### src/hw/rtl/ffa_list_ram.sv
// free list storage, one write and one registered read port
// depends on nothing
module ffa_list_ram #(
   parameter int unsigned DEPTH = 256,
   parameter int unsigned AW = 8,
   parameter int unsigned DW = 12
) (
   input  logic          clock,
   input  logic          wr_en,
   input  logic [AW-1:0] wr_addr,
   input  logic [DW-1:0] wr_data,
   input  logic [AW-1:0] rd_addr,
   output logic [DW-1:0] rd_data
);
   logic [DW-1:0] mem [DEPTH];
   logic [DW-1:0] rd_ff;

   always_ff @(posedge clock) begin
      if (wr_en) begin
         mem[wr_addr] <= wr_data;
      end
      rd_ff <= mem[rd_addr];
   end
   assign rd_data = rd_ff;
endmodule

### config.mk
export PLATFORM = sky130hd
export DESIGN_NAME = ffa_list_ram
export DESIGN_NICKNAME = d
export VERILOG_FILES = /design/src/hw/rtl/ffa_list_ram.sv
export SDC_FILE = /design/constraint.sdc
export NUM_CORES = 2
export LEC_CHECK = 0
export BUFFER_PORTS_ARGS = -buffer_cell sky130_fd_sc_hd__clkbuf_2
export CELL_PAD_IN_SITES_DETAIL_PLACEMENT = 2
export CELL_PAD_IN_SITES_GLOBAL_PLACEMENT = 2
export CORE_AREA = 2 2 446 493
export CTS_CLUSTER_DIAMETER = 50
export DETAILED_ROUTE_END_ITERATION = 10
export DIE_AREA = 0 0 448 495
export GPL_TIMING_DRIVEN = 0
export PLACE_DENSITY_LB_ADDON = 0.15
export REMOVE_ABC_BUFFERS = 1
export SLEW_MARGIN = 30
export SYNTH_ARGS = -nofsm -noshare
export SYNTH_HDL_FRONTEND = slang
export SYNTH_SLANG_ARGS = --single-unit
### constraint.sdc
create_clock -name clock -period 4.52 [get_ports clock]
set_clock_uncertainty 0.1 [all_clocks]
set_input_delay 0.452 -clock clock [delete_from_list [all_inputs] [get_ports clock]]
set_output_delay 0.452 -clock clock [all_outputs]
set_load 0.1 [all_outputs]
==> results of run 1 <==
==> synth_stat cells, types with 4 or more instances <==
cell type,number
o22ai_1,88
buf_8,14
and3b_1,7
o32ai_1,11
buf_12,16
nor3_1,33
buf_6,35
nor2_1,302
o21ai_0,34
nor4_1,34
or2_2,6
or3_1,4
nand2_1,45
a22o_1,19
a211oi_1,20
buf_2,72
a22oi_1,215
nand3_1,32
a21oi_1,121
dfxtp_1,12
o31ai_1,5
mux4_2,636
o221ai_1,53
nor2b_1,37
nand3b_1,4
nand4_1,13
and2_1,4
mux2_1,7
buf_4,33
clkbuf_1,153
o2111ai_1,4
edfxtp_1,3072
nand2b_1,9
mux2_2,28
a221oi_1,19
a311oi_1,5
buf_1,15
and3_1,6
a31oi_1,16
mux2i_1,223
==> metrics by stage <==
stage | cells | hold slack (ps) | TNS [ps] | setup slack [ps]
3_3_place_gp | 8121 | 969.2 | -4957330 | -29070
2_1_floorplan | 5168 | 450.9 | 0 | 677.1
==> cell families after synthesis <==
family          count (synthesis)  synth area share (%)
compound gates                637                 3.745
buf+inv                       341                 1.833
flops                        3084                 77.96
mux                           894                 14.29
simple gates                  550                 2.172
==> flow_metrics.env, run 1 <==
export IMPL_status="stopped before the end"
export IMPL_flow_stopped_at="3_5_place_dp"
export IMPL_firstError="[ERROR DPL-0033] detailed placement checks failed during check placement."
export IMPL_die_width_um=448
export IMPL_synth_top_area_share_pct=77.76
export IMPL_floorplan_initialDensity_pct=54.64
export IMPL_die_height_um=495
export IMPL_placementRows=180
export IMPL_netlist_top_cells_area="edfxtp_1 78%, mux4_2 12%, mux2i_1 1.9%"
export IMPL_postSynthRegisterBits=3084
export IMPL_asyncSetResetFlopFracSynth_pct=0
export IMPL_syn_inst=5506
export IMPL_port_buffers=41
export IMPL_syn_area_per_cell_um2=21.55
export IMPL_synthesis_area_um2=118600
export IMPL_ys_dominant_reg_cell="edfxtp_1"
export IMPL_dp_final_hpwl_um=273600
export IMPL_synth_edff_count=3072
export IMPL_routabilityCongestion=0.7852
export IMPL_io_pins=42
export IMPL_synthesis_yosys_warnings=0
export IMPL_netlist_cell_type_count=61
export IMPL_synth_sequential_area_ratio_pct=77.96
export IMPL_synth_largest_area_cell="edfxtp_1"
==> inputs of run 2 (changes only) <==
--- a/config.mk
+++ b/config.mk
@@ -6,12 +6,9 @@
 export NUM_CORES = 2
 export LEC_CHECK = 0
 export BUFFER_PORTS_ARGS = -buffer_cell sky130_fd_sc_hd__clkbuf_2
-export CELL_PAD_IN_SITES_DETAIL_PLACEMENT = 2
-export CELL_PAD_IN_SITES_GLOBAL_PLACEMENT = 2
-export CORE_AREA = 2 2 446 493
-export CTS_CLUSTER_DIAMETER = 50
+export CORE_AREA = 2 2 548 550
 export DETAILED_ROUTE_END_ITERATION = 10
-export DIE_AREA = 0 0 448 495
+export DIE_AREA = 0 0 550 552
 export GPL_TIMING_DRIVEN = 0
 export PLACE_DENSITY_LB_ADDON = 0.15
 export REMOVE_ABC_BUFFERS = 1
==> flow_metrics.env, run 2 <==
export IMPL_p_seq_share_pct=51.8
export IMPL_postCtsSetupRepairBufs=0
export IMPL_multiInputGateArea_um2=25110
export IMPL_grt_total_usage_pct=20.73
export IMPL_post_drt_via_cell_ratio=5.728
export IMPL_metal2_wl_um=155500
export IMPL_global_route_overflow_total=0
export IMPL_syn_inst=5506
export IMPL_antenna_viol_nets_final=0
export IMPL_finalSetupTns_ps=0
export IMPL_post_synth_most_frequent_cells="3072 x edfxtp_1, 636 x mux4_2, 302 x nor2_1"
export IMPL_dpl_instance_area_um2=126400
export IMPL_worst_hold_slack_ps=14.84
export IMPL_critical_path_required_ps=5140
export IMPL_cts_tree="done"
export IMPL_asyncSetResetFlopFracSynth_pct=0
export IMPL_grt_max_degree=93
export IMPL_floorplan_initialDensity_pct=39.77
export IMPL_place_worst_setup_slack_ps=-1285
export IMPL_leakage_nw=41.96
export IMPL_final_hold_violation_count=0
export IMPL_grt_first_pass_wirelength_um=446200
export IMPL_cts_inserted_buffers=334
export IMPL_port_buffers=41
export IMPL_routed_wl_met3_um=16960
export IMPL_synth_sequential_area_ratio_pct=77.96
export IMPL_worstPathMaxFanout=54
export IMPL_p_switching_mw=13.26
export IMPL_via_count_of_the_first_global_routing_pass=57570
export IMPL_r2r_worst_path_cells=6
export IMPL_nets=5761
export IMPL_power_per_cell_area_nw_per_um2=445.0
export IMPL_worst_path_buf_inv=5
export IMPL_worstSetupPathType="input port to flip-flop"
export IMPL_ys_dominant_reg_cell="edfxtp_1"
export IMPL_synthMostInstantiatedCell="edfxtp_1"
export IMPL_netlist_top_cells_area="edfxtp_1 78%, mux4_2 12%, mux2i_1 1.9%"
export IMPL_topRoutingLayerUsed="met4"
export IMPL_post_route_cells_drive_above_1_share_pct=28.11
export IMPL_layout_cell_area_non_filler_um2=136900
export IMPL_dr_first_iter_drc_count=5839
export IMPL_synthesis_area_um2=118600
export IMPL_regMostFlops="mem"
export IMPL_post_drt_wl_per_cell_um=32.01
export IMPL_wl_met1_um=137900
export IMPL_clk_transition_reported_paths_ps=60
export IMPL_cts_htree_levels=5
export IMPL_power_switching_fraction_pct=21.77
export IMPL_maxCapViolCount=0
export IMPL_postSynthRegisterBits=3084
export IMPL_status="complete, no violations"
export IMPL_whs_path_depth=2
export IMPL_placementRows=201
export IMPL_post_route_worst_setup_slack_ps=270.0
export IMPL_maxSlewViolCount=0
export IMPL_die_width_um=550
export IMPL_worstHoldPathType="input port to flip-flop"
export IMPL_ctsRootBufferMaster="clkbuf_16"
export IMPL_timing_critical_path_slowest_stage_cell="o32ai_2"
export IMPL_clock_power_share_pct=42.7
export IMPL_synthesis_yosys_warnings=0
export IMPL_post_layout_nonfiller_instances=9950
export IMPL_maxClockFrequency_ghz=0.2353
export IMPL_startpoint_type="input port"
export IMPL_dp_final_hpwl_um=198400
export IMPL_setup_viol=0
export IMPL_period_share_pct=94.03
export IMPL_worst_slew_pin_tran_ps=1044
export IMPL_die_height_um=552
export IMPL_synth_largest_area_cell="edfxtp_1"
export IMPL_pwr_share_comb_pct=5.5
export IMPL_max_vdd_ir_drop_mv=0.2778
export IMPL_arrival_ps=4870
export IMPL_max_ffs_per_register=3072
export IMPL_most_common_layout_cells="3072 x edfxtp_1, 636 x mux4_2, 344 x clkbuf_16"
export IMPL_synth_top_area_share_pct=77.76
export IMPL_power_mw=60.92
export IMPL_io_pins=42
export IMPL_cts_num_sinks=3084
export IMPL_netlist_cell_type_count=61
export IMPL_timing_final_crit_period_ps=4250
export IMPL_cts_max_path_buffers=4
export IMPL_cellInternalPower_mw=47.66
export IMPL_area_delta_synth_final_pct=15.40
export IMPL_path_delay_family="compound AO/OA/AOI/OAI gates"
export IMPL_worst_skew_pair_late_latency_ps=880
export IMPL_worstSetupPathDepth=11
export IMPL_final_common_cell="edfxtp_1"
export IMPL_final_util_pct=45.90
export IMPL_fp_dieArea_um2=303600
export IMPL_max_stage_delay_ps=560
export IMPL_syn_area_per_cell_um2=21.55
export IMPL_dr_total_vias=56990
export IMPL_synth_edff_count=3072
export IMPL_cell_by_cell_listing_of_the_critical_path="clkbuf_16 -> buf_16 -> buf_16 -> buf_16 -> buf_16 -> mux4_2 -> a22o_1 -> a221oi_1 -> o32ai_2 -> o32ai_2 -> nor3_1"
export IMPL_worst_path_most_repeated_cell="buf_16"
export IMPL_rsz_0062_raised_after_global_routing="false"
export IMPL_worstSetupEndpointType="flip-flop"
export IMPL_worst_slew_margin_rel_pct=29.75
export IMPL_routabilityCongestion=0.7785
export IMPL_grt_antenna_before_repair=11
export IMPL_final_fill_count=25050
export IMPL_core_region_area_um2=298300
export IMPL_drt_first_pass_iters=5
export IMPL_seq_area_um2=92490
export IMPL_dpl_cells=9345
export IMPL_total_wirelength_um=318500
export IMPL_drc_errors=0
run 2: layer usage:
| layer | vias up | global-route usage, % |
|---|---|---|
| met3 | 422 | 2.877 |
| met2 | 1688 | 33.55 |
| met1 | 31050 | 29.55 |
| met5 | - | 0 |
| met4 | 0 | 5.492 |
| li1 | 23830 | - |
run 2: cells by family (layout without fill, tap and decap cells):
group	count (synthesis)	after routing	share of synthesized area (%)
DFF	3084	3084	77.96
muxes	894	894	14.29
AOI/OAI and AO/OA	637	637	3.745
and+or+nand+nor	550	550	2.172
buffers and inverters	341	815	1.833
other	0	12	0
run 2: layout make-up:
class	count	area share, %
Clock buffer	419	6.485
Sequential cell	3084	67.56
Inverter	3	0.01188
Tap cell	3958	3.617
Antenna cell	12	0.02194
Clock inverter	166	0.9917
Timing Repair Buffer	227	2.973
Multi-Input combinational cell	2081	18.34
run 2: repair_timing:
item | in CTS | in global routing
endpoints found under the hold margin | 56 | 0
pin swaps | 0 | 0
setup endpoints to repair | 7 | 2
resized for setup | 7 | 1
gates cloned | 2 | 1
hold buffers | 5 | 0
run 2: path summary, 6_finish.rpt:
kind                                  start           to  slack [ps]
worst max-delay path             rd_addr[0]  rd_data[10]         270
worst max register to register  mem[187][3]   rd_data[3]        1180
worst min register to register  mem[227][7]   rd_data[7]         870
worst min-delay path             wr_data[2]  mem[184][2]          10
run 2: worst reg2reg max path, cell delays in order, from the launching register on:
cell      delay (ps)
edfxtp_1         380
mux4_2           530
a22o_1           290
a221oi_1         420
o22ai_1          240
nor4_1           940
nor4_2           260
run 2: power by group through the flow:
stage	logic (mW)	clock network [mW]	registers [mW]
6_report	3.36	26.0	31.6
3_3_place_gp	5.07	0	32.4
3_5_place_dp	3.38	0	32.2
4_1_cts	3.40	26.5	31.6
2_1_floorplan	1.10	0	32.3
5_1_grt	3.51	27.5	31.6
(Power assumes the default switching activity.)
